### src/rrlk_pkg.sv
// Shared types, codes and sizes for the ring record log keeper.
package rrlk_pkg;

    localparam int SLOT_COUNT = 16;
    localparam int SLOT_W     = $clog2(SLOT_COUNT);
    localparam logic [SLOT_W-1:0] SLOT_LAST = SLOT_W'(SLOT_COUNT - 1);

    localparam logic [31:0] SIGNATURE_RESET = 32'hA5A5_A5A5;

    // Stored slot contents.
    typedef struct packed {
        logic [63:0] payload_high;  // yaw | pitch << 32
        logic [63:0] payload_low;   // motor | generator << 32
        logic [31:0] signature;
        logic [31:0] record_id;
    } record_t;

    localparam int RECORD_W = $bits(record_t);

    typedef enum logic [1:0] {
        OP_RECOVER = 2'd0,
        OP_APPEND  = 2'd1,
        OP_READ    = 2'd2,
        OP_NONE    = 2'd3
    } op_t;

    typedef enum logic [2:0] {
        STS_FOUND     = 3'd0,
        STS_NONE      = 3'd1,
        STS_WRITTEN   = 3'd2,
        STS_UNCHANGED = 3'd3,
        STS_SLOT_READ = 3'd4
    } status_t;

    typedef enum logic [1:0] {
        ST_IDLE,
        ST_SCAN,
        ST_FINISH,
        ST_CHECK
    } state_t;

endpackage

### src/ring_record_log_keeper_core.sv
// Ring record log keeper: top level with command FSM, latest-record state and output register.
// Recover reads one slot per cycle from the single read port of the slot RAM.
// Throughput: one item at a time; the next item can be taken in the cycle after the result is
//   loaded, while that result may still wait in the output register.
// Reset (rst_n low, asynchronous): FSM idle, output empty, latest record and current slot
//   zero, every slot reads as erased (all zero), signature register 0xA5A5A5A5.
module ring_record_log_keeper_core
    import rrlk_pkg::*;
(
    input  logic         clk,
    input  logic         rst_n,

    // Configuration: valid signature word
    input  logic         cfg_valid,
    output logic         cfg_ready,
    input  logic [31:0]  cfg_data,

    // Command items
    input  logic         s_axis_tvalid,
    output logic         s_axis_tready,
    // [3:0] slot_index, [35:4] motor_seconds, [67:36] generator_rotations,
    // [99:68] yaw_commands, [131:100] pitch_commands, [135:132] zero
    input  logic [135:0] s_axis_tdata,
    // [1:0] operation
    input  logic [1:0]   s_axis_tuser,

    // Result items
    output logic         m_axis_tvalid,
    input  logic         m_axis_tready,
    // [3:0] out_slot, [35:4] out_record_id, [67:36] out_motor_seconds,
    // [99:68] out_generator_rotations, [131:100] out_yaw_commands,
    // [163:132] out_pitch_commands, [167:164] zero
    output logic [167:0] m_axis_tdata,
    // [2:0] status, [3] signature_ok
    output logic [3:0]   m_axis_tuser
);

    // ------------------------------------------------------------------
    // Configuration register. User must write it only while the block is idle; not enforced.
    // ------------------------------------------------------------------
    logic [31:0] signature_reg;

    assign cfg_ready = 1'b1;

    always_ff @(posedge clk or negedge rst_n)
    begin
        if (!rst_n)
        begin
            signature_reg <= SIGNATURE_RESET;
        end
        else if (cfg_valid && cfg_ready)
        begin
            signature_reg <= cfg_data;
        end
    end

    // ------------------------------------------------------------------
    // State and registers
    // ------------------------------------------------------------------
    state_t state_reg, state_next;

    // Captured item
    op_t               op_reg;
    logic [SLOT_W-1:0] idx_reg;
    logic [63:0]       in_low_reg;
    logic [63:0]       in_high_reg;

    // Latest record and ring position
    logic [31:0]       latest_id_reg;
    logic [63:0]       latest_low_reg;
    logic [63:0]       latest_high_reg;
    logic [SLOT_W-1:0] current_slot_reg;

    // Recovery scan
    logic [SLOT_W-1:0] scan_cnt_reg;
    logic              best_found_reg;
    logic [31:0]       best_id_reg;
    logic [SLOT_W-1:0] best_slot_reg;
    logic [63:0]       best_low_reg;
    logic [63:0]       best_high_reg;

    // Output register
    logic              out_valid_reg;
    status_t           out_status_reg;
    logic              out_sig_ok_reg;
    logic [SLOT_W-1:0] out_slot_reg;
    logic [31:0]       out_id_reg;
    logic [63:0]       out_low_reg;
    logic [63:0]       out_high_reg;

    // ------------------------------------------------------------------
    // Slot store
    // ------------------------------------------------------------------
    logic [SLOT_W-1:0] rd_addr;
    record_t           rd_rec;
    logic              wr_en;
    logic [SLOT_W-1:0] wr_addr;
    record_t           wr_rec;

    rrlk_slot_store u_store (
        .clk     (clk),
        .rst_n   (rst_n),
        .rd_addr (rd_addr),
        .rd_data (rd_rec),
        .wr_en   (wr_en),
        .wr_addr (wr_addr),
        .wr_data (wr_rec)
    );

    // ------------------------------------------------------------------
    // Decode of the incoming item and the slot under inspection
    // ------------------------------------------------------------------
    logic        in_accept;
    op_t         in_op;
    logic        out_free;
    logic        out_load;
    logic        rd_sig_ok;
    logic        scan_hit;
    logic        payload_same;
    logic [SLOT_W-1:0] next_slot;
    logic [31:0] next_id;

    assign in_op     = op_t'(s_axis_tuser);
    assign in_accept = s_axis_tvalid && s_axis_tready;
    // The output register may be loaded when empty or emptying this cycle.
    assign out_free  = !out_valid_reg || m_axis_tready;
    assign out_load  = ((state_reg == ST_FINISH) || (state_reg == ST_CHECK)) && out_free;

    assign rd_sig_ok    = (rd_rec.signature == signature_reg);
    // Ties go to the later slot, hence >=.
    assign scan_hit     = rd_sig_ok && (rd_rec.record_id >= best_id_reg);
    assign payload_same = (in_low_reg == latest_low_reg) && (in_high_reg == latest_high_reg);
    assign next_slot    = (current_slot_reg == SLOT_LAST) ? '0 : current_slot_reg + 1'b1;
    assign next_id      = latest_id_reg + 32'd1;

    // ------------------------------------------------------------------
    // Next state
    // ------------------------------------------------------------------
    always_comb
    begin
        state_next = state_reg;
        unique case (state_reg)
            ST_IDLE:
            begin
                if (in_accept)
                begin
                    unique case (in_op)
                        OP_RECOVER: state_next = ST_SCAN;
                        OP_APPEND,
                        OP_READ:    state_next = ST_CHECK;
                        OP_NONE:    state_next = ST_IDLE;   // drop silently
                    endcase
                end
            end
            ST_SCAN:
            begin
                if (scan_cnt_reg == SLOT_LAST)
                begin
                    state_next = ST_FINISH;
                end
            end
            ST_FINISH,
            ST_CHECK:
            begin
                if (out_free)
                begin
                    state_next = ST_IDLE;
                end
            end
            default:
            begin
                state_next = ST_IDLE;
            end
        endcase
    end

    // ------------------------------------------------------------------
    // Memory control
    // ------------------------------------------------------------------
    always_comb
    begin
        rd_addr = current_slot_reg;
        unique case (state_reg)
            ST_IDLE:
            begin
                // Prime the first read so data is ready in the next state.
                unique case (in_op)
                    OP_RECOVER: rd_addr = '0;
                    OP_APPEND:  rd_addr = current_slot_reg;
                    OP_READ:    rd_addr = s_axis_tdata[SLOT_W-1:0];
                    OP_NONE:    rd_addr = current_slot_reg;
                endcase
            end
            ST_SCAN:
            begin
                rd_addr = scan_cnt_reg + 1'b1;
            end
            ST_CHECK:
            begin
                // Keep re-reading the same slot while the result stalls.
                rd_addr = (op_reg == OP_READ) ? idx_reg : current_slot_reg;
            end
            default:
            begin
                rd_addr = current_slot_reg;
            end
        endcase
    end

    assign wr_en   = (state_reg == ST_CHECK) && (op_reg == OP_APPEND) && out_free
                     && !payload_same;
    assign wr_addr = next_slot;

    always_comb
    begin
        wr_rec              = '0;
        wr_rec.record_id    = next_id;
        wr_rec.signature    = signature_reg;
        wr_rec.payload_low  = in_low_reg;
        wr_rec.payload_high = in_high_reg;
    end

    // ------------------------------------------------------------------
    // Control registers
    // ------------------------------------------------------------------
    always_ff @(posedge clk or negedge rst_n)
    begin
        if (!rst_n)
        begin
            state_reg        <= ST_IDLE;
            out_valid_reg    <= 1'b0;
            latest_id_reg    <= '0;
            latest_low_reg   <= '0;
            latest_high_reg  <= '0;
            current_slot_reg <= '0;
            scan_cnt_reg     <= '0;
            best_found_reg   <= 1'b0;
            op_reg           <= OP_NONE;
        end
        else
        begin
            state_reg <= state_next;

            // Hold the result until taken; load a fresh one as the old one leaves.
            if (out_load)
            begin
                out_valid_reg <= 1'b1;
            end
            else if (m_axis_tready)
            begin
                out_valid_reg <= 1'b0;
            end

            unique case (state_reg)
                ST_IDLE:
                begin
                    if (in_accept)
                    begin
                        op_reg         <= in_op;
                        scan_cnt_reg   <= '0;
                        best_found_reg <= 1'b0;
                    end
                end
                ST_SCAN:
                begin
                    scan_cnt_reg <= scan_cnt_reg + 1'b1;
                    if (scan_hit)
                    begin
                        best_found_reg <= 1'b1;
                    end
                end
                ST_FINISH:
                begin
                    if (out_free)
                    begin
                        // Adopt the best slot; otherwise hold the old latest record.
                        if (best_found_reg)
                        begin
                            current_slot_reg <= best_slot_reg;
                            latest_id_reg    <= best_id_reg;
                            latest_low_reg   <= best_low_reg;
                            latest_high_reg  <= best_high_reg;
                        end
                    end
                end
                ST_CHECK:
                begin
                    if (out_free)
                    begin
                        if (wr_en)
                        begin
                            current_slot_reg <= next_slot;
                            latest_id_reg    <= next_id;
                            latest_low_reg   <= in_low_reg;
                            latest_high_reg  <= in_high_reg;
                        end
                    end
                end
                default:
                begin
                end
            endcase
        end
    end

    // ------------------------------------------------------------------
    // Payload registers (no reset)
    // ------------------------------------------------------------------
    always_ff @(posedge clk)
    begin
        unique case (state_reg)
            ST_IDLE:
            begin
                if (in_accept)
                begin
                    idx_reg     <= s_axis_tdata[SLOT_W-1:0];
                    in_low_reg  <= s_axis_tdata[67:4];
                    in_high_reg <= s_axis_tdata[131:68];
                    best_id_reg <= '0;
                    best_slot_reg <= '0;
                end
            end
            ST_SCAN:
            begin
                if (scan_hit)
                begin
                    best_id_reg   <= rd_rec.record_id;
                    best_slot_reg <= scan_cnt_reg;
                    best_low_reg  <= rd_rec.payload_low;
                    best_high_reg <= rd_rec.payload_high;
                end
            end
            ST_FINISH:
            begin
                if (out_free)
                begin
                    // With no match every slot fails the signature check.
                    out_sig_ok_reg <= best_found_reg;
                    if (best_found_reg)
                    begin
                        out_status_reg <= STS_FOUND;
                        out_slot_reg   <= best_slot_reg;
                        out_id_reg     <= best_id_reg;
                        out_low_reg    <= best_low_reg;
                        out_high_reg   <= best_high_reg;
                    end
                    else
                    begin
                        out_status_reg <= STS_NONE;
                        out_slot_reg   <= current_slot_reg;
                        out_id_reg     <= latest_id_reg;
                        out_low_reg    <= latest_low_reg;
                        out_high_reg   <= latest_high_reg;
                    end
                end
            end
            ST_CHECK:
            begin
                if (out_free)
                begin
                    priority if (op_reg == OP_READ)
                    begin
                        out_status_reg <= STS_SLOT_READ;
                        out_sig_ok_reg <= rd_sig_ok;
                        out_slot_reg   <= idx_reg;
                        out_id_reg     <= rd_rec.record_id;
                        out_low_reg    <= rd_rec.payload_low;
                        out_high_reg   <= rd_rec.payload_high;
                    end
                    else if (payload_same)
                    begin
                        out_status_reg <= STS_UNCHANGED;
                        out_sig_ok_reg <= rd_sig_ok;
                        out_slot_reg   <= current_slot_reg;
                        out_id_reg     <= latest_id_reg;
                        out_low_reg    <= latest_low_reg;
                        out_high_reg   <= latest_high_reg;
                    end
                    else
                    begin
                        // Fresh record carries the current signature.
                        out_status_reg <= STS_WRITTEN;
                        out_sig_ok_reg <= 1'b1;
                        out_slot_reg   <= next_slot;
                        out_id_reg     <= next_id;
                        out_low_reg    <= in_low_reg;
                        out_high_reg   <= in_high_reg;
                    end
                end
            end
            default:
            begin
            end
        endcase
    end

    // ------------------------------------------------------------------
    // Ports
    // ------------------------------------------------------------------
    assign s_axis_tready = (state_reg == ST_IDLE);

    assign m_axis_tvalid = out_valid_reg;
    assign m_axis_tdata  = {4'd0, out_high_reg, out_low_reg, out_id_reg, 4'(out_slot_reg)};
    assign m_axis_tuser  = {out_sig_ok_reg, out_status_reg};

endmodule

### src/rrlk_ram.sv
// Generic single-port-write, single-port-read RAM with registered read data.
module rrlk_ram #(
    parameter int WIDTH = 8,
    parameter int DEPTH = 16
) (
    input  logic                     clk,
    input  logic                     wr_en,
    input  logic [$clog2(DEPTH)-1:0] wr_addr,
    input  logic [WIDTH-1:0]         wr_data,
    input  logic [$clog2(DEPTH)-1:0] rd_addr,
    output logic [WIDTH-1:0]         rd_data
);

    logic [WIDTH-1:0] mem [DEPTH];

    always_ff @(posedge clk)
    begin
        if (wr_en)
        begin
            mem[wr_addr] <= wr_data;
        end
        rd_data <= mem[rd_addr];
    end

endmodule

### src/rrlk_slot_store.sv
// Slot store: record RAM plus per-slot written flags so erased slots read as zero.
module rrlk_slot_store
    import rrlk_pkg::*;
(
    input  logic              clk,
    input  logic              rst_n,
    input  logic [SLOT_W-1:0] rd_addr,
    output record_t           rd_data,
    input  logic              wr_en,
    input  logic [SLOT_W-1:0] wr_addr,
    input  record_t           wr_data
);

    logic [SLOT_COUNT-1:0] written_reg;
    logic                  rd_written_reg;
    logic [RECORD_W-1:0]   ram_q;

    rrlk_ram #(
        .WIDTH (RECORD_W),
        .DEPTH (SLOT_COUNT)
    ) u_ram (
        .clk     (clk),
        .wr_en   (wr_en),
        .wr_addr (wr_addr),
        .wr_data (wr_data),
        .rd_addr (rd_addr),
        .rd_data (ram_q)
    );

    // Track which slots have ever been written; the rest read as erased.
    always_ff @(posedge clk or negedge rst_n)
    begin
        if (!rst_n)
        begin
            written_reg    <= '0;
            rd_written_reg <= 1'b0;
        end
        else
        begin
            if (wr_en)
            begin
                written_reg[wr_addr] <= 1'b1;
            end
            rd_written_reg <= written_reg[rd_addr];
        end
    end

    assign rd_data = rd_written_reg ? record_t'(ram_q) : '0;

endmodule

### config.mk
export PLATFORM = sky130hd
export DESIGN_NAME = ring_record_log_keeper_core
export DESIGN_NICKNAME = d
export VERILOG_FILES = /design/src/rrlk_pkg.sv /design/src/ring_record_log_keeper_core.sv /design/src/rrlk_ram.sv /design/src/rrlk_slot_store.sv
export SDC_FILE = /design/constraint.sdc
export NUM_CORES = 2
export LEC_CHECK = 0
export ABC_AREA = 1
export BUFFER_PORTS_ARGS = -buffer_cell sky130_fd_sc_hd__buf_2
export CORE_UTILIZATION = 48
export DETAILED_ROUTE_END_ITERATION = 12
export PLACE_DENSITY = 0.74
export SYNTH_ARGS = -nofsm -noshare
export SYNTH_HDL_FRONTEND = slang
export SYNTH_SLANG_ARGS = --single-unit
### constraint.sdc
create_clock -name clk -period 19 [get_ports clk]
set_input_delay 3.8 -clock clk [delete_from_list [all_inputs] [get_ports clk]]
set_output_delay 3.8 -clock clk [all_outputs]
set_load 0.02 [all_outputs]
Word level (Yosys, flattened, before mapping)
Memory sizes are Yosys's and may differ from the RTL's. A register that Yosys moved wholly into a read port is not among the register bits.
Cells that the tools add are included.
{"block": "totals", "register_bits": 687, "out_inout_bits": 175, "in_bits": 175, "ramBits": 3072, "mem_count": 1, "word_cells": 156}
{"block": "classes", "bitwise": 1, "addsub": 3, "eq_ne": 20, "order_cmp": 4, "n_reduce_logical": 27, "n_mux": 75}
{"memory": "u_store.u_ram.mem", "words": 16, "width": 192, "rd": 1, "rd_clocked_by_memory_dff": 1, "wr": 1, "line": "rrlk_ram.sv:14", "text": "logic [WIDTH-1:0] mem [DEPTH];"}
{"operator": "$mux W64", "n": 14}
{"operator": "$pmux W64 S2", "n": 4}
{"operator": "$mux W32", "n": 9}
{"operator": "$mux W192", "n": 1}
{"operator": "$pmux W32 S2", "n": 3}
{"operator": "$eq A64 B64 Y1", "n": 2}
{"operator": "$mux W4", "n": 11}
{"operator": "$add A32 B1 Y32 const B", "n": 1}
{"operator": "$eq A32 B32 Y1", "n": 1}
{"operator": "$ge A32 B32 Y1", "n": 1}
{"operator": "$pmux W4 S2", "n": 4}
{"operator": "$pmux W4 S3", "n": 2}
{"operator": "$or A16 B16 Y16", "n": 1}
{"operator": "$mux W1", "n": 14}
{"operator": "$pmux W2 S3", "n": 2}
{"operator": "$eq A2 B2 Y1 const B", "n": 5}
{"operator": "$lt A4 B5 Y1 const B", "n": 2}
{"operator": "$ne A2 B2 Y1 const B", "n": 5}
{"operator": "$mux W3", "n": 3}
{"operator": "$reduce_and A3 Y1", "n": 3}
{"operator": "$add A4 B1 Y4 const B", "n": 2}
{"operator": "$eq A4 B4 Y1 const B", "n": 2}
{"operator": "$logic_and A1 B1 Y1", "n": 8}
{"operator": "$eq A2 B1 Y1 const B", "n": 3}
{"operator": "14 further kinds", "n": 27}

Logic depth before layout (Yosys ltp)
{"block": "logic_depth", "ltp_word": 7, "ltp_mapped": 18}

By module
A second synthesis with hierarchy kept.
{"block": "hier_totals", "hier_cells": 15588, "area_unflattened_um2": 166314.5}
{"module": "rrlk_ram", "n_inst": 1, "cells_each": 11680, "seq_area_each_um2": 96092.2, "area_each_um2": 131498.6}
{"module": "ring_record_log_keeper_core", "n_inst": 1, "cells_each": 3404, "seq_area_each_um2": 19110.8, "area_each_um2": 32461.1}
{"module": "rrlk_slot_store", "n_inst": 1, "cells_each": 504, "seq_area_each_um2": 425.4, "area_each_um2": 2354.8}

Worst setup path after synthesis
OpenSTA, ideal clock, no wires.
{"block": "synth_timing", "path_type": "input port to flip-flop", "from": "input m_axis_tready", "to": "register u_store.written_reg[8]", "stages": 5, "slack_ns": 0.511, "t_arrival_ns": 18.340, "path_cell_list": "nor2_1 > nor4_1 > nand2_1 > nor3_1 > or2_2"}
{"block": "synth_between", "elab_chain_cells": 3}
{"element": "from (decl)", "line": "ring_record_log_keeper_core.sv:29", "text": "input logic m_axis_tready,"}
{"element": "$logic_or A1 B1 Y1", "line": "ring_record_log_keeper_core.sv:126", "text": "assign out_free = !out_valid_reg || m_axis_tready;"}
{"element": "$logic_and A1 B1 Y1", "line": "ring_record_log_keeper_core.sv:210", "text": "assign wr_en = (state_reg == ST_CHECK) && (op_reg == OP_APPEND) && out_free"}
{"element": "$logic_and A1 B1 Y1", "line": "ring_record_log_keeper_core.sv:211", "text": "&& !payload_same;"}
{"element": "to (signal assigned)", "line": "rrlk_slot_store.sv:35", "text": "written_reg <= '0;"}
{"element": "to (signal, indexed assignment)", "line": "rrlk_slot_store.sv:42", "text": "written_reg[wr_addr] <= 1'b1;"}
{"element": "to (decl)", "line": "rrlk_slot_store.sv:14", "text": "logic [SLOT_COUNT-1:0] written_reg;"}
No other way between the ends.
A chain may end at the register's enable or synchronous reset.

Worst setup path in the final report
{"block": "layout_timing", "from": "input s_axis_tuser[0]", "to": "register u_store.u_ram.rd_data[179], read port of u_store.u_ram.mem"}
{"block": "layout_between", "elab_chain_cells": 4, "elab_cells_between_ends": 7, "cone_classes": "3 x eq/ne; 2 x mux; 2 x reduce/logical"}
{"element": "from (decl)", "line": "ring_record_log_keeper_core.sv:25", "text": "input logic [1:0] s_axis_tuser,"}
{"element": "$eq A2 B2 Y1 / $eq A2 B1 Y1 (equally long branches)", "line": "ring_record_log_keeper_core.sv:187", "text": "unique case (in_op)"}
{"element": "$reduce_or A2 Y1 (no source line)"}
{"element": "$pmux W4 S3 *", "line": "ring_record_log_keeper_core.sv:187"}
{"element": "$pmux W4 S3 *", "line": "ring_record_log_keeper_core.sv:183", "text": "unique case (state_reg)"}
{"element": "to (decl)", "line": "rrlk_ram.sv:11", "text": "output logic [WIDTH-1:0] rd_data"}
Mark *: on every way between the ends. The rest lies on a longest branch, timed or not.

==> results.json <==
{
  "ant_nets": 0,
  "maxCapViolCount": 0,
  "clkTransAtPathRegs_ns": 0.06,
  "ys.flop_type": "edfxtp_1",
  "power_density_nw_per_um2": 163,
  "wl_per_cell_um": 24.1,
  "cts_tree": "yes",
  "status": "complete, no violations",
  "worstPathRequired_ns": 19.84,
  "gr-usage-all-layers_pct": 24.3,
  "crit_slowest_cell": "buf_4",
  "synth.distinct_cells": 49,
  "grt-ovfl-total": 0,
  "ys_async_sr_fraction_pct": 5.64,
  "slew_headroom_pct": 7.25,
  "drt-total-wl_mm": 418,
  "syn_area_sq_um": 160000,
  "whs_ns": 0.467,
  "setup_viol": 0,
  "p_total_mw": 29.0,
  "end_kind": "flip-flop",
  "area_growth_pct": 11.5,
  "firstDrtPassIters": 6,
  "via_per_inst": 5.86,
  "numCtsBuffers": 376,
  "yosys_register_bits": 3951,
  "numPortBuffers": 340,
  "worstSkewPairLatency_ns": 0.94,
  "synth-edff-count": 3536,
  "drv_slew": 0,
  "period_share_pct": 45.9,
  "hold_path.class": "flip-flop to flip-flop",
  "crit_path_frequent_cell": "buf_4",
  "ys_seq_area_share_pct": 72.4,
  "placed_cells": 16593,
  "gp_congestion": 0.810,
  "die_w_um": 579,
  "grt_antenna_before_repair": 21,
  "rsz0062_at_grt": "false",
  "clock-sinks": 3951,
  "critPathMaxStageDelay_ns": 0.95,
  "final_cells": 17328,
  "yosys.area.top_type": "edfxtp_1",
  "drt_iter0_markers": 12281,
  "io_pins": 350,
  "avgSynthCellArea_sq_um": 12.7,
  "die_area_sq_um": 335000,
  "grt_pass1_vias": 97681,
  "drive_above_1_share_pct": 13.3,
  "hold_viol": 0,
  "syn_inst": 12555,
  "p_leak_nw": 64.2,
  "synth.most_common_cell": "edfxtp_1",
  "fin_tns_setup_ns": 0,
  "crit_path_start_kind": "input port",
  "holdBufCountCts": 0,
  "period_needed_ns": 8.73,
  "yosysWarnings": 0,
  "ys_top_cells_by_area": "edfxtp_1, o211ai_1, nand2_1",
  "largest_reg_flops": 3072,
  "ctsLongestPathBuffers": 4,
  "post_cts_buffers": 0,
  "path_max_fanout": 91,
  "via_count": 101596,
  "fin_nets": 12822,
  "crit_buf_inv": 9,
  "tightest_slew_ns": 1.38,
  "arrival_ns": 9.57,
  "skew_ns": 0.0918,
  "synthTopCellsByCount": "edfxtp_1, nand2_1, o21ai_0",
  "coreArea_sq_um": 331000,
  "crit_chain": "buf_2 -> inv_1 -> ha_1 -> inv_1 -> nand2_1 -> o21ai_1 -> inv_1 -> o21ai_4 -> buf_4 -> buf_4 -> buf_4 -> buf_4 -> buf_4 -> o21ai_0 -> o21bai_1 -> nand3_1 -> nand3_1 -> nand2_1",
  "largest_register": "u_store.u_ram.mem",
  "drcViolationCount": 0,
  "ir_worst_vdd_uv": 247,
  "rows": 211,
  "grt_pass1_wl_mm": 614,
  "synthDominantCellAreaShare_pct": 66.5,
  "grt_max_degree": 276,
  "max_freq_ghz": 0.115,
  "crit_family": "buffers and inverters",
  "place_hpwl_mm": 204,
  "reg_top3": "u_store.u_ram.mem (3072), u_store.u_ram.rd_data (192)",
  "die_h_um": 579,
  "post_cts_resized": 0,
  "cts_root_buf": "clkbuf_16",
  "htree_num_levels": 5,
  "worst-setup-path-type": "input port to flip-flop",
  "start_util_pct": 48.3
}
-- worst register-to-register path: stages, from the launching register on --
cell and delay (ns):
dfrtp_1 0.48, nand2_2 0.07, buf_4 0.31, inv_8 0.52, nand2_1 0.12, nand2_1 0.07
nor2_1 0.06, o21ai_4 0.09, buf_4 0.72, buf_4 0.83, buf_4 0.76, buf_4 1.01
buf_4 0.72, o21ai_0 0.22, o21bai_1 0.20, nand3_1 0.12, nand3_1 0.10, nand2_1 0.11
-- area by class of cell --
cell class | count | area (sq um)
fillers | 26096 | 153000
flip-flops and latches | 3951 | 116000
multi-input cells | 6798 | 37200
clock buffers | 508 | 10500
well taps | 4366 | 5460
inverters | 987 | 3760
repair buffers | 491 | 3130
clock inverters | 191 | 2260
diodes | 36 | 90.1
-- path summary, 6_finish.rpt --
kind                       slack [ns]  cells after the start                          to                    start
min in group asynchronous        2.94                      1          latest_low_reg[32]                    rst_n
setup reg to reg                12.40                     17  u_store.u_ram.rd_data[179]             state_reg[1]
max in group asynchronous       14.51                      2         latest_high_reg[53]                    rst_n
hold / removal                   0.47                      1     u_store.written_reg[11]  u_store.written_reg[11]
setup / recovery                10.27                     18  u_store.u_ram.rd_data[179]          s_axis_tuser[0]
hold reg to reg                  0.47                      1     u_store.written_reg[11]  u_store.written_reg[11]
-- kinds of logic (layout without fill, tap and decap cells) --
kind of cell,Yosys count,in the layout,synth area share (%)
flops,3951,3951,72.4
mux,17,17,0.120
other cells,2,41,0.00470
fa+ha+maj,42,42,0.329
xor+xnor,129,129,0.707
simple gates,3627,3627,10.3
buf+inv,1809,2177,4.44
compound gates,2978,2978,11.7
-- power breakdown --
part	switching [mW]	total, mW	internal [mW]
combinational	6.89	9.93	3.04
sequential	0.672	11.3	10.7
clock	3.23	7.73	4.50
total	10.8	29.0	18.2
-- metal layers --
metal | GRT usage [%] | vias up | share of wire (%)
met5 | 0 | - | 0.011
met4 | 11.2 | 8 | 4.7
met3 | 3.43 | 918 | 8.5
met2 | 40.4 | 5011 | 48
met1 | 31.9 | 50151 | 39
li1 | - | 45508 | -
-- placed cells by master (no fill, tap or decap), types with 288 or more instances in the layout --
master     netlist  layout
buf_2          207     339
clkbuf_16        0     385
edfxtp_1      3536    3536
inv_1          980     976
nand2_1       1636    1631
nand3_1       1001    1001
nor2_1         328     307
o211ai_1      1040    1040
o21ai_0       1073    1072
o21ai_1        287     288
or2_2          585     585
-- stage by stage --
stage / utilization [%] / area, sq um / setup slack [ns]
after floorplan: - / 160000 / 0.511
after global placement: 49.9 / 165000 / 9.43
after detailed placement: 49.9 / 165000 / 9.45
after CTS: 53.8 / 178000 / 10.41
after global routing: 53.8 / 178000 / 9.96
final: 53.8 / 178000 / 10.27
Note: power is estimated with default switching activity, not from simulation.
